## src/sv/tcge_pkg.sv

```systemverilog
// ---------------------------------------------------------------------------
// tcge_pkg
// types and constants shared by the glyph emitter front end, queue and back end
// ---------------------------------------------------------------------------
`timescale 1ns / 1ps

package tcge_pkg;

  // operations handed from the front end to the back end
  typedef enum logic [3:0] {
    OP_NOP,
    OP_GLYPH,
    OP_KANA,
    OP_TAB,
    OP_NEWLINE,
    OP_CR,
    OP_LOCATE,
    OP_HIRA,
    OP_KATA,
    OP_GRAD_ON,
    OP_GRAD_OFF
  } op_t;

  typedef struct packed {
    op_t        op;
    logic [7:0] code;
    logic [9:0] loc_x;
    logic [9:0] loc_y;
  } cmd_t;

  typedef struct packed {
    logic [9:0] offset_x;
    logic [9:0] offset_y;
    logic       shadow_enable;
    logic [7:0] hiragana_code;
    logic [7:0] katakana_code;
    logic [7:0] gradient_on_code;
    logic [7:0] gradient_off_code;
  } cfg_t;

  typedef struct packed {
    logic empty;
    logic full;
  } q_status_t;

  // register indexes on the configuration port
  localparam logic [2:0] REG_OFFSET_X     = 3'd0;
  localparam logic [2:0] REG_OFFSET_Y     = 3'd1;
  localparam logic [2:0] REG_SHADOW_EN    = 3'd2;
  localparam logic [2:0] REG_HIRAGANA     = 3'd3;
  localparam logic [2:0] REG_KATAKANA     = 3'd4;
  localparam logic [2:0] REG_GRADIENT_ON  = 3'd5;
  localparam logic [2:0] REG_GRADIENT_OFF = 3'd6;

  // result kinds
  localparam logic [1:0] KIND_NORMAL   = 2'd0;
  localparam logic [1:0] KIND_GRADIENT = 2'd1;
  localparam logic [1:0] KIND_SHADOW   = 2'd2;
  localparam logic [1:0] KIND_GLYPH    = 2'd3;

  // character classes
  localparam logic [7:0] CH_PRINT_LO = 8'h20;
  localparam logic [7:0] CH_PRINT_HI = 8'h7E;
  localparam logic [7:0] CH_KANA_LO  = 8'hA0;
  localparam logic [7:0] CH_KANA_MID = 8'hBF;
  localparam logic [7:0] CH_KANA_HI  = 8'hDF;
  localparam logic [7:0] CH_NUL      = 8'h00;
  localparam logic [7:0] CH_LF       = 8'h0A;
  localparam logic [7:0] CH_CR       = 8'h0D;
  localparam logic [7:0] CH_TAB      = 8'h09;
  localparam logic [7:0] CH_SPACE    = 8'h20;
  localparam logic [7:0] KANA_SHIFT  = 8'h20;

  // cursor geometry in quarter pixels
  localparam logic [15:0] GLYPH_STEP    = 16'd32;
  localparam logic [15:0] SHADOW_OFFSET = 16'd4;

  // reset values of the registers
  localparam cfg_t CFG_RESET = '{
    offset_x:          10'd0,
    offset_y:          10'd0,
    shadow_enable:     1'b1,
    hiragana_code:     8'd139,
    katakana_code:     8'd140,
    gradient_on_code:  8'd141,
    gradient_off_code: 8'd142
  };

endpackage

```

## src/sv/text_cursor_glyph_emitter_unit.sv

```systemverilog
// ---------------------------------------------------------------------------
// text_cursor_glyph_emitter_unit
// first result of a byte goes through the queue, the back end dispatch and the output register
// throughput: one result per cycle while the output is not stalled; a glyph takes
//   a dispatch step plus 1 to 3 results in the back end sequencer, a tab up to 1 + 8 x 2 results
// control bytes and locate take only the dispatch step
// reset: synchronous, registers to defaults, queue empty, cursor 0, mode flag set
// ---------------------------------------------------------------------------
`timescale 1ns / 1ps

module text_cursor_glyph_emitter_unit #(
  parameter int TAB_SPACES_MAX = 8,  // 1 to 16, spaces beyond 8 are never drawn
  parameter int QUEUE_DEPTH    = 2   // 2 or more
) (
  input  logic               clk,
  input  logic               rst_n,
  // request transactions
  input  logic               in_valid,
  output logic               in_ready,
  input  logic               in_req_type,
  input  logic [7:0]         in_char_code,
  input  logic [9:0]         in_loc_x,
  input  logic [9:0]         in_loc_y,
  // result transactions
  output logic               out_valid,
  input  logic               out_ready,
  output logic [1:0]         out_cmd_kind,
  output logic signed [15:0] out_rect_left,
  output logic signed [15:0] out_rect_top,
  output logic [8:0]         out_tile_index,
  output logic [8:0]         out_tex_s,
  output logic [12:0]        out_tex_t,
  output logic               out_last,
  // register write transactions
  input  logic               cfg_valid,
  output logic               cfg_ready,
  input  logic [2:0]         cfg_index,
  input  logic [9:0]         cfg_data
);

  // register file, written whenever a transaction arrives at a mapped index
  tcge_pkg::cfg_t      cfg_regs_r, cfg_regs_nxt;
  tcge_pkg::q_status_t q_status;
  tcge_pkg::cmd_t      push_cmd, pop_cmd;
  logic                push, pop;

  assign cfg_ready = 1'b1;

  always_comb begin
    cfg_regs_nxt = cfg_regs_r;
    if (cfg_valid) begin
      unique case (cfg_index)
        tcge_pkg::REG_OFFSET_X:     cfg_regs_nxt.offset_x          = cfg_data;
        tcge_pkg::REG_OFFSET_Y:     cfg_regs_nxt.offset_y          = cfg_data;
        tcge_pkg::REG_SHADOW_EN:    cfg_regs_nxt.shadow_enable     = cfg_data[0];
        tcge_pkg::REG_HIRAGANA:     cfg_regs_nxt.hiragana_code     = cfg_data[7:0];
        tcge_pkg::REG_KATAKANA:     cfg_regs_nxt.katakana_code     = cfg_data[7:0];
        tcge_pkg::REG_GRADIENT_ON:  cfg_regs_nxt.gradient_on_code  = cfg_data[7:0];
        tcge_pkg::REG_GRADIENT_OFF: cfg_regs_nxt.gradient_off_code = cfg_data[7:0];
        default: begin
          // unmapped index, write dropped
        end
      endcase
    end
  end

  always_ff @(posedge clk) begin
    if (!rst_n) begin
      cfg_regs_r <= tcge_pkg::CFG_RESET;
    end else begin
      cfg_regs_r <= cfg_regs_nxt;
    end
  end

  // front end: classify each byte against the fixed classes and register codes
  tcge_front u_front (
    .in_valid     (in_valid),
    .in_ready     (in_ready),
    .in_req_type  (in_req_type),
    .in_char_code (in_char_code),
    .in_loc_x     (in_loc_x),
    .in_loc_y     (in_loc_y),
    .cfg          (cfg_regs_r),
    .q_status     (q_status),
    .push         (push),
    .push_cmd     (push_cmd)
  );

  // decoupling queue, lets new bytes land while results are stalled
  tcge_queue #(
    .DEPTH (QUEUE_DEPTH)
  ) u_queue (
    .clk      (clk),
    .rst_n    (rst_n),
    .push     (push),
    .push_cmd (push_cmd),
    .pop      (pop),
    .pop_cmd  (pop_cmd),
    .q_status (q_status)
  );

  // back end: owns cursor and modes, one result per cycle into the output register while the output is not stalled
  tcge_back #(
    .TAB_SPACES_MAX (TAB_SPACES_MAX)
  ) u_back (
    .clk            (clk),
    .rst_n          (rst_n),
    .cfg            (cfg_regs_r),
    .q_status       (q_status),
    .pop_cmd        (pop_cmd),
    .pop            (pop),
    .out_valid      (out_valid),
    .out_ready      (out_ready),
    .out_cmd_kind   (out_cmd_kind),
    .out_rect_left  (out_rect_left),
    .out_rect_top   (out_rect_top),
    .out_tile_index (out_tile_index),
    .out_tex_s      (out_tex_s),
    .out_tex_t      (out_tex_t),
    .out_last       (out_last)
  );

endmodule

```

## src/sv/tcge_front.sv

```systemverilog
// ---------------------------------------------------------------------------
// tcge_front
// accepts requests and classifies each byte into an operation for the back end
// ---------------------------------------------------------------------------
`timescale 1ns / 1ps

module tcge_front (
  input  logic               in_valid,
  output logic               in_ready,
  input  logic               in_req_type,
  input  logic [7:0]         in_char_code,
  input  logic [9:0]         in_loc_x,
  input  logic [9:0]         in_loc_y,
  input  tcge_pkg::cfg_t     cfg,
  input  tcge_pkg::q_status_t q_status,
  output logic               push,
  output tcge_pkg::cmd_t     push_cmd
);

  tcge_pkg::op_t op;

  // first match wins, register codes come last
  always_comb begin
    if (in_req_type) begin
      op = tcge_pkg::OP_LOCATE;
    end else if (in_char_code >= tcge_pkg::CH_PRINT_LO &&
                 in_char_code <= tcge_pkg::CH_PRINT_HI) begin
      op = tcge_pkg::OP_GLYPH;
    end else if (in_char_code >= tcge_pkg::CH_KANA_LO &&
                 in_char_code <= tcge_pkg::CH_KANA_HI) begin
      op = tcge_pkg::OP_KANA;
    end else if (in_char_code == tcge_pkg::CH_NUL) begin
      op = tcge_pkg::OP_NOP;
    end else if (in_char_code == tcge_pkg::CH_LF) begin
      op = tcge_pkg::OP_NEWLINE;
    end else if (in_char_code == tcge_pkg::CH_CR) begin
      op = tcge_pkg::OP_CR;
    end else if (in_char_code == tcge_pkg::CH_TAB) begin
      op = tcge_pkg::OP_TAB;
    end else if (in_char_code == cfg.hiragana_code) begin
      op = tcge_pkg::OP_HIRA;
    end else if (in_char_code == cfg.katakana_code) begin
      op = tcge_pkg::OP_KATA;
    end else if (in_char_code == cfg.gradient_on_code) begin
      op = tcge_pkg::OP_GRAD_ON;
    end else if (in_char_code == cfg.gradient_off_code) begin
      op = tcge_pkg::OP_GRAD_OFF;
    end else begin
      op = tcge_pkg::OP_NOP;
    end
  end

  assign in_ready       = !q_status.full;
  assign push           = in_valid && !q_status.full;
  assign push_cmd.op    = op;
  assign push_cmd.code  = in_char_code;
  assign push_cmd.loc_x = in_loc_x;
  assign push_cmd.loc_y = in_loc_y;

endmodule

```

## src/sv/tcge_queue.sv

```systemverilog
// ---------------------------------------------------------------------------
// tcge_queue
// short command queue between the front end and the back end
// ---------------------------------------------------------------------------
`timescale 1ns / 1ps

module tcge_queue #(
  parameter int DEPTH = 2
) (
  input  logic                clk,
  input  logic                rst_n,
  input  logic                push,
  input  tcge_pkg::cmd_t      push_cmd,
  input  logic                pop,
  output tcge_pkg::cmd_t      pop_cmd,
  output tcge_pkg::q_status_t q_status
);

  localparam int AW = $clog2(DEPTH);
  localparam int CW = $clog2(DEPTH + 1);

  tcge_pkg::cmd_t  entries_r [DEPTH];
  logic [AW-1:0]   wr_ptr_r, wr_ptr_nxt;
  logic [AW-1:0]   rd_ptr_r, rd_ptr_nxt;
  logic [CW-1:0]   count_r,  count_nxt;
  logic            do_push, do_pop;

  assign q_status.empty = (count_r == '0);
  assign q_status.full  = (count_r == CW'(DEPTH));
  assign do_push = push && !q_status.full;
  assign do_pop  = pop && !q_status.empty;
  assign pop_cmd = entries_r[rd_ptr_r];

  always_comb begin
    wr_ptr_nxt = wr_ptr_r;
    rd_ptr_nxt = rd_ptr_r;
    count_nxt  = count_r;
    if (do_push) begin
      wr_ptr_nxt = (wr_ptr_r == AW'(DEPTH - 1)) ? '0 : wr_ptr_r + 1'b1;
    end
    if (do_pop) begin
      rd_ptr_nxt = (rd_ptr_r == AW'(DEPTH - 1)) ? '0 : rd_ptr_r + 1'b1;
    end
    case ({do_push, do_pop})
      2'b10:   count_nxt = count_r + 1'b1;
      2'b01:   count_nxt = count_r - 1'b1;
      default: count_nxt = count_r;
    endcase
  end

  always_ff @(posedge clk) begin
    if (!rst_n) begin
      wr_ptr_r <= '0;
      rd_ptr_r <= '0;
      count_r  <= '0;
    end else begin
      wr_ptr_r <= wr_ptr_nxt;
      rd_ptr_r <= rd_ptr_nxt;
      count_r  <= count_nxt;
    end
  end

  always_ff @(posedge clk) begin
    if (do_push) begin
      entries_r[wr_ptr_r] <= push_cmd;
    end
  end

endmodule

```

## src/sv/tcge_back.sv

```systemverilog
// ---------------------------------------------------------------------------
// tcge_back
// carries out queued operations: cursor, modes and result sequencing
// ---------------------------------------------------------------------------
`timescale 1ns / 1ps

module tcge_back #(
  parameter int TAB_SPACES_MAX = 8
) (
  input  logic                clk,
  input  logic                rst_n,
  input  tcge_pkg::cfg_t      cfg,
  input  tcge_pkg::q_status_t q_status,
  input  tcge_pkg::cmd_t      pop_cmd,
  output logic                pop,
  output logic                out_valid,
  input  logic                out_ready,
  output logic [1:0]          out_cmd_kind,
  output logic signed [15:0]  out_rect_left,
  output logic signed [15:0]  out_rect_top,
  output logic [8:0]          out_tile_index,
  output logic [8:0]          out_tex_s,
  output logic [12:0]         out_tex_t,
  output logic                out_last
);

  localparam int TAB_CAP = (TAB_SPACES_MAX > 8) ? 8 : TAB_SPACES_MAX;
  localparam int NW      = $clog2(TAB_CAP + 1);

  typedef enum logic {
    ST_IDLE,
    ST_EMIT
  } state_t;

  state_t        state_r, state_nxt;
  logic [15:0]   cursor_x_r, cursor_x_nxt;
  logic [15:0]   cursor_y_r, cursor_y_nxt;
  logic          hira_r, hira_nxt;
  logic          grad_r, grad_nxt;
  logic          mode_chg_r, mode_chg_nxt;
  logic          tab_r, tab_nxt;
  logic          shadow_done_r, shadow_done_nxt;
  logic [NW-1:0] spaces_r, spaces_nxt;
  logic [7:0]    code_r, code_nxt;

  logic          out_valid_r, out_valid_nxt;
  logic [1:0]    kind_r, kind_nxt;
  logic [15:0]   left_r, left_nxt;
  logic [15:0]   top_r, top_nxt;
  logic [8:0]    tile_r, tile_nxt;
  logic [8:0]    tex_s_r, tex_s_nxt;
  logic [12:0]   tex_t_r, tex_t_nxt;
  logic          last_r, last_nxt;

  logic [15:0]   base_x, base_y;
  logic [15:0]   cursor_x_step;
  logic [15:0]   tab_dist;
  logic          more;
  logic          out_free;
  logic [7:0]    kana_code;

  assign base_x = {4'd0, cfg.offset_x, 2'b00};
  assign base_y = {4'd0, cfg.offset_y, 2'b00};
  assign cursor_x_step = cursor_x_r + tcge_pkg::GLYPH_STEP;
  assign tab_dist = cursor_x_step - base_x;
  assign more = tab_r && (tab_dist[7:0] != 8'd0) &&
                ((NW + 1)'(spaces_r) + 1'b1 < (NW + 1)'(TAB_CAP));
  assign out_free = !out_valid_r || out_ready;
  assign kana_code = (pop_cmd.code <= tcge_pkg::CH_KANA_MID) ?
                     pop_cmd.code - tcge_pkg::KANA_SHIFT :
                     pop_cmd.code + tcge_pkg::KANA_SHIFT;

  always_comb begin
    state_nxt       = state_r;
    cursor_x_nxt    = cursor_x_r;
    cursor_y_nxt    = cursor_y_r;
    hira_nxt        = hira_r;
    grad_nxt        = grad_r;
    mode_chg_nxt    = mode_chg_r;
    tab_nxt         = tab_r;
    shadow_done_nxt = shadow_done_r;
    spaces_nxt      = spaces_r;
    code_nxt        = code_r;
    out_valid_nxt   = out_valid_r && !out_ready;
    kind_nxt        = kind_r;
    left_nxt        = left_r;
    top_nxt         = top_r;
    tile_nxt        = tile_r;
    tex_s_nxt       = tex_s_r;
    tex_t_nxt       = tex_t_r;
    last_nxt        = last_r;
    pop             = 1'b0;

    unique case (state_r)
      ST_IDLE: begin
        if (!q_status.empty) begin
          pop             = 1'b1;
          tab_nxt         = 1'b0;
          shadow_done_nxt = 1'b0;
          spaces_nxt      = '0;
          code_nxt        = pop_cmd.code;
          unique case (pop_cmd.op)
            tcge_pkg::OP_GLYPH: begin
              state_nxt = ST_EMIT;
            end
            tcge_pkg::OP_KANA: begin
              code_nxt  = hira_r ? kana_code : pop_cmd.code;
              state_nxt = ST_EMIT;
            end
            tcge_pkg::OP_TAB: begin
              code_nxt  = tcge_pkg::CH_SPACE;
              tab_nxt   = 1'b1;
              state_nxt = ST_EMIT;
            end
            tcge_pkg::OP_NEWLINE: begin
              cursor_y_nxt = cursor_y_r + tcge_pkg::GLYPH_STEP;
              cursor_x_nxt = base_x;
            end
            tcge_pkg::OP_CR: begin
              cursor_x_nxt = base_x;
            end
            tcge_pkg::OP_LOCATE: begin
              cursor_x_nxt = base_x + {4'd0, pop_cmd.loc_x, 2'b00};
              cursor_y_nxt = base_y + {4'd0, pop_cmd.loc_y, 2'b00};
            end
            tcge_pkg::OP_HIRA: begin
              hira_nxt = 1'b1;
            end
            tcge_pkg::OP_KATA: begin
              hira_nxt = 1'b0;
            end
            tcge_pkg::OP_GRAD_ON: begin
              grad_nxt     = 1'b1;
              mode_chg_nxt = 1'b1;
            end
            tcge_pkg::OP_GRAD_OFF: begin
              grad_nxt     = 1'b0;
              mode_chg_nxt = 1'b1;
            end
            default: begin
            end
          endcase
        end
      end
      ST_EMIT: begin
        if (out_free) begin
          out_valid_nxt = 1'b1;
          tile_nxt      = {code_r, 1'b0};
          tex_s_nxt     = {code_r[2], 8'd0};
          tex_t_nxt     = {code_r[7:3], 8'd0};
          if (mode_chg_r) begin
            // render-mode command ahead of the first glyph after a change or after reset
            mode_chg_nxt = 1'b0;
            kind_nxt     = grad_r ? tcge_pkg::KIND_GRADIENT : tcge_pkg::KIND_NORMAL;
            left_nxt     = '0;
            top_nxt      = '0;
            tile_nxt     = '0;
            tex_s_nxt    = '0;
            tex_t_nxt    = '0;
            last_nxt     = 1'b0;
          end else if (cfg.shadow_enable && !shadow_done_r) begin
            shadow_done_nxt = 1'b1;
            kind_nxt        = tcge_pkg::KIND_SHADOW;
            left_nxt        = cursor_x_r + tcge_pkg::SHADOW_OFFSET;
            top_nxt         = cursor_y_r + tcge_pkg::SHADOW_OFFSET;
            last_nxt        = 1'b0;
          end else begin
            kind_nxt     = tcge_pkg::KIND_GLYPH;
            left_nxt     = cursor_x_r;
            top_nxt      = cursor_y_r;
            last_nxt     = !more;
            cursor_x_nxt = cursor_x_step;
            if (more) begin
              spaces_nxt      = spaces_r + 1'b1;
              shadow_done_nxt = 1'b0;
            end else begin
              state_nxt = ST_IDLE;
            end
          end
        end
      end
      default: begin
        state_nxt = ST_IDLE;
      end
    endcase
  end

  always_ff @(posedge clk) begin
    if (!rst_n) begin
      state_r       <= ST_IDLE;
      cursor_x_r    <= '0;
      cursor_y_r    <= '0;
      hira_r        <= 1'b0;
      grad_r        <= 1'b0;
      mode_chg_r    <= 1'b1;
      tab_r         <= 1'b0;
      shadow_done_r <= 1'b0;
      spaces_r      <= '0;
      out_valid_r   <= 1'b0;
    end else begin
      state_r       <= state_nxt;
      cursor_x_r    <= cursor_x_nxt;
      cursor_y_r    <= cursor_y_nxt;
      hira_r        <= hira_nxt;
      grad_r        <= grad_nxt;
      mode_chg_r    <= mode_chg_nxt;
      tab_r         <= tab_nxt;
      shadow_done_r <= shadow_done_nxt;
      spaces_r      <= spaces_nxt;
      out_valid_r   <= out_valid_nxt;
    end
    code_r  <= code_nxt;
    kind_r  <= kind_nxt;
    left_r  <= left_nxt;
    top_r   <= top_nxt;
    tile_r  <= tile_nxt;
    tex_s_r <= tex_s_nxt;
    tex_t_r <= tex_t_nxt;
    last_r  <= last_nxt;
  end

  assign out_valid      = out_valid_r;
  assign out_cmd_kind   = kind_r;
  assign out_rect_left  = $signed(left_r);
  assign out_rect_top   = $signed(top_r);
  assign out_tile_index = tile_r;
  assign out_tex_s      = tex_s_r;
  assign out_tex_t      = tex_t_r;
  assign out_last       = last_r;

endmodule

```

## config.mk

```make
export PLATFORM = sky130hd
export DESIGN_NAME = text_cursor_glyph_emitter_unit
export DESIGN_NICKNAME = d
export VERILOG_FILES = /design/src/sv/tcge_pkg.sv /design/src/sv/text_cursor_glyph_emitter_unit.sv /design/src/sv/tcge_front.sv /design/src/sv/tcge_queue.sv /design/src/sv/tcge_back.sv
export SDC_FILE = /design/constraint.sdc
export NUM_CORES = 1
export LEC_CHECK = 0
export ABC_CLOCK_PERIOD_IN_PS = 8100
export BUFFER_PORTS_ARGS = -buffer_cell sky130_fd_sc_hd__buf_2
export CORE_UTILIZATION = 50
export CTS_CLUSTER_DIAMETER = 100
export CTS_CLUSTER_SIZE = 24
export DETAILED_ROUTE_END_ITERATION = 6
export PLACE_DENSITY = 0.71
export SYNTH_ARGS = -nofsm -noshare
export SYNTH_HDL_FRONTEND = slang
export SYNTH_SLANG_ARGS = --single-unit
```

## constraint.sdc

```tcl
create_clock -name clk -period 8.1 [get_ports clk]
set_input_delay 0.81 -clock clk [delete_from_list [all_inputs] [get_ports clk]]
set_output_delay 0.81 -clock clk [all_outputs]
set_load 0.005 [all_outputs]
```

==> impl_metrics.csv <==
group,metric,value,unit
clocking,cts_tree,"built",
clocking,h-tree-depth,1,
floorplanning,die_y,148,um
logic_synthesis,yosysWarnings,0,
setup_path,cp_max_fo,44,
finish,post-route-util,55.2,%
floorplanning,ios,116,
power,p_per_area,228,nW/um2
finish,final_common_cell,"nand2_1",
setup_path,cp.required,8470,ps
detailed_routing,routed_wirelength,23800,um
timing,relSlewSlack,17.9,%
clocking,hold_buffers,0,
logic_synthesis,seq_area_frac_synth,49.3,%
run,maxCapViolations,0,
floorplanning,rows,53,
clocking,cts_buffers,12,
clocking,ctsResizeCount,0,
logic_synthesis,synth_edf_count,111,
finish,n_antenna_cell,0,
clocking,ctsRootBufferMaster,"clkbuf_16",
finish,stdcell_area,11600,um2
floorplanning,dieWidth,148,um
clocking,clk_latency,480,ps
place,hpwl,17100,um
worst_hold_path,hold_depth,2,
global_route,grt_max_degree,51,
finish,mostFrequentLayoutCells,"166 x nand2_1, 111 x edfxtp_1, 96 x dfxtp_1, 93 x buf_2, 87 x a21oi_1",
worst_hold_path,hold_end,"u_back.spaces_r[3]",
timing,setup_tns,0,ps
logic_synthesis,postSynthAreaPerCell,9.83,um2
clocking,post-cts-setup-buffers,0,
finish,multi_input_area,5010,um2
global_route,grt_overflow,0,
global_route,first_global_vias,7214,
clocking,clkTransAtPathRegs,100,ps
detailed_routing,wl_met1,11200,um
timing,holdWs,450,ps
timing,setup_viol,0,
timing,timing_hold_violations_final,0,
setup_path,arrival,3520,ps
global_route,grt_pass1_wl,38100,um
status,status,"complete, no violations",
detailed_routing,ant_nets,0,
timing,max_freq,0.318,GHz
finish,nNetsFinal,1232,
detailed_routing,routedWlPerCell,16.6,um
place,port_buffers,93,
setup_path,rr_worst_depth,9,
logic_synthesis,async_flop_share,0,%
detailed_routing,dr.first_iter.drc_count,722,
logic_synthesis,netlist_top_cells_area,"edfxtp_1 31%, dfxtp_1 18%, nand2_1 5.8%",
power,power,2.65,mW
place,place_area,11200,um2
detailed_routing,maxUsedRoutingLayer,"met4",
finish,synthToLayoutAreaGrowth,8.47,%
logic_synthesis,synth_top_area_cell,"edfxtp_1",
logic_synthesis,yosysTopAreaCellShare,31.1,%
timing,clock_skew,16.6,ps
clocking,clockBufferDepth,3,
setup_path,startpoint_type,"flip-flop",
clocking,cts.sinks,208,
logic_synthesis,synth_seq_cells,208,
global_route,antenna_found_initial,0,
logic_synthesis,synthDistinctLibCells,78,
power,power.leakage,4.15,nW
timing,timing.final.crit_share,38.8,%
detailed_routing,wl_met3,1370,um
setup_path,crit_type,"reg -> reg",
global_route,grtUsageTotal,21.7,%
setup_path,regToRegSetupSlack,4960,ps
finish,ff_latch_area,5280,um2
timing,rsz0062_at_grt,"no",
detailed_routing,drc,0,
logic_synthesis,synth_ff_type,"edfxtp_1",
floorplanning,initial_core_util,50.9,%
worst_hold_path,worstHoldPathType,"reg -> reg",
finish,fillers,1890,
timing,fin_crit,3140,ps
detailed_routing,met2_wirelength,11000,um
setup_path,r2r_end,"u_back.cursor_y_r[10]",
worst_hold_path,min_from,"u_back.spaces_r[3]",
floorplanning,core_region_area,21000,um2
logic_synthesis,syn_area,10700,um2
detailed_routing,dr.pass1.iters,5,
setup_path,cp-end-kind,"flip-flop",
timing,worstMarginPinSlew,1230,ps
logic_synthesis,synth_cells,1089,
detailed_routing,vias,8110,
detailed_routing,viasPerCell,5.66,
power,vdd_ir_drop_max,0.140,mV
timing,maxSlewViolCount,0,
place,gp_congestion,0.878,
floorplanning,dieArea,22000,um2
finish,drive_above_1_share,14.4,%
## flip-flops by register name, indices dropped and copies added (netlist names), 2 cells and up, named ones only
| register | count |
|---|---|
| cfg_regs_r | 53 |
| u_back.out_rect_top | 14 |
| u_back.code_r | 8 |
| u_back.spaces_r | 4 |
| u_back.cursor_y_r | 14 |
| u_back.out_tile_index | 3 |
| u_back.out_rect_left | 14 |
| u_queue.entries_r | 64 |
| u_back.out_tex_t | 5 |
| u_back.cursor_x_r | 14 |
| u_queue.count_r | 2 |
| u_back.out_cmd_kind | 2 |
## power by group
group	internal [mW]	total [mW]	leakage, nW	switching, mW
sequential	1.26	1.32	1.83	0.0615
combinational	0.249	0.684	2.14	0.435
clock	0.309	0.646	0.177	0.337
total	1.82	2.65	4.15	0.833
## layer usage
layer,track usage [%],vias to the layer above
met5,0,-
met4,4.54,0
met3,2.70,23
met2,34.5,238
met1,31.6,3832
li1,-,4017
## worst max-delay path, stage by stage (launching register included)
cell,delay (ps)
dfxtp_2,320
buf_4,460
mux2_2,400
ha_1,220
fa_1,430
a211oi_1,290
o21bai_1,150
a21boi_0,290
o21ai_0,160
a221o_1,300
## kinds of logic after synthesis
| group | share of synthesized area (%) |
|---|---|
| multiplexers | 4.01 |
| adder cells (fa/ha/maj) | 4.11 |
| AO/OA/AOI/OAI | 14.2 |
| AND/OR/NAND/NOR | 18.2 |
| other | 0.0701 |
| flip-flops | 49.3 |
| buffers and inverters | 4.69 |
| XOR/XNOR | 5.45 |
## final cells by class
class	count	area share (%)
Multi-Input combinational cell	804	43.1
Clock buffer	19	3.08
Inverter	23	0.743
Clock inverter	1	0.0754
Timing Repair Buffer	102	4.59
Sequential cell	208	45.4
Tap cell	275	2.96
## worst max path at each step
stage,start,to,slack [ps],depth (start not counted)
5_1_grt,flip-flop,u_back.cursor_y_r[10],4740,9
3_5_place_dp,flip-flop,u_back.cursor_y_r[10],4960,9
3_3_place_gp,flip-flop,u_back.cursor_y_r[10],5010,9
4_1_cts,flip-flop,u_back.cursor_y_r[10],4970,9
2_1_floorplan,flip-flop,u_back.cursor_x_r[12],4910,12
6_report,flip-flop,u_back.cursor_y_r[10],4960,9
## Yosys cell counts (4+ instances only)
master    count
o211ai_1     11
a21o_1        8
buf_4        29
nor3_1       22
nor4_1        5
inv_1        20
or4_1         5
xor2_1       30
nand4_1      18
clkbuf_1     31
o311ai_0      5
or3_1        15
and3_1       10
o21ai_0      48
o21a_1        4
edfxtp_1    111
nor2_1       65
a21oi_1      87
ha_1         32
mux2i_1      17
and2_1        8
mux2_2       23
nand2b_1     12
xnor2_1      34
dfxtp_1      97
buf_1         6
or2_2         6
a211oi_1     15
buf_2         5
nand2_1     166
a31oi_1       9
nand3_1      39
nor3b_1       4
nor2b_1      15
## stage by stage
step / instances / worst slack, ps
after floorplan: 1109 / 4910
after global placement: 1412 / 5010
after detailed placement: 1412 / 4960
after CTS: 1432 / 4970
after global routing: 1432 / 4740
final: 1432 / 4960
Power figures use the tool's default switching activity.
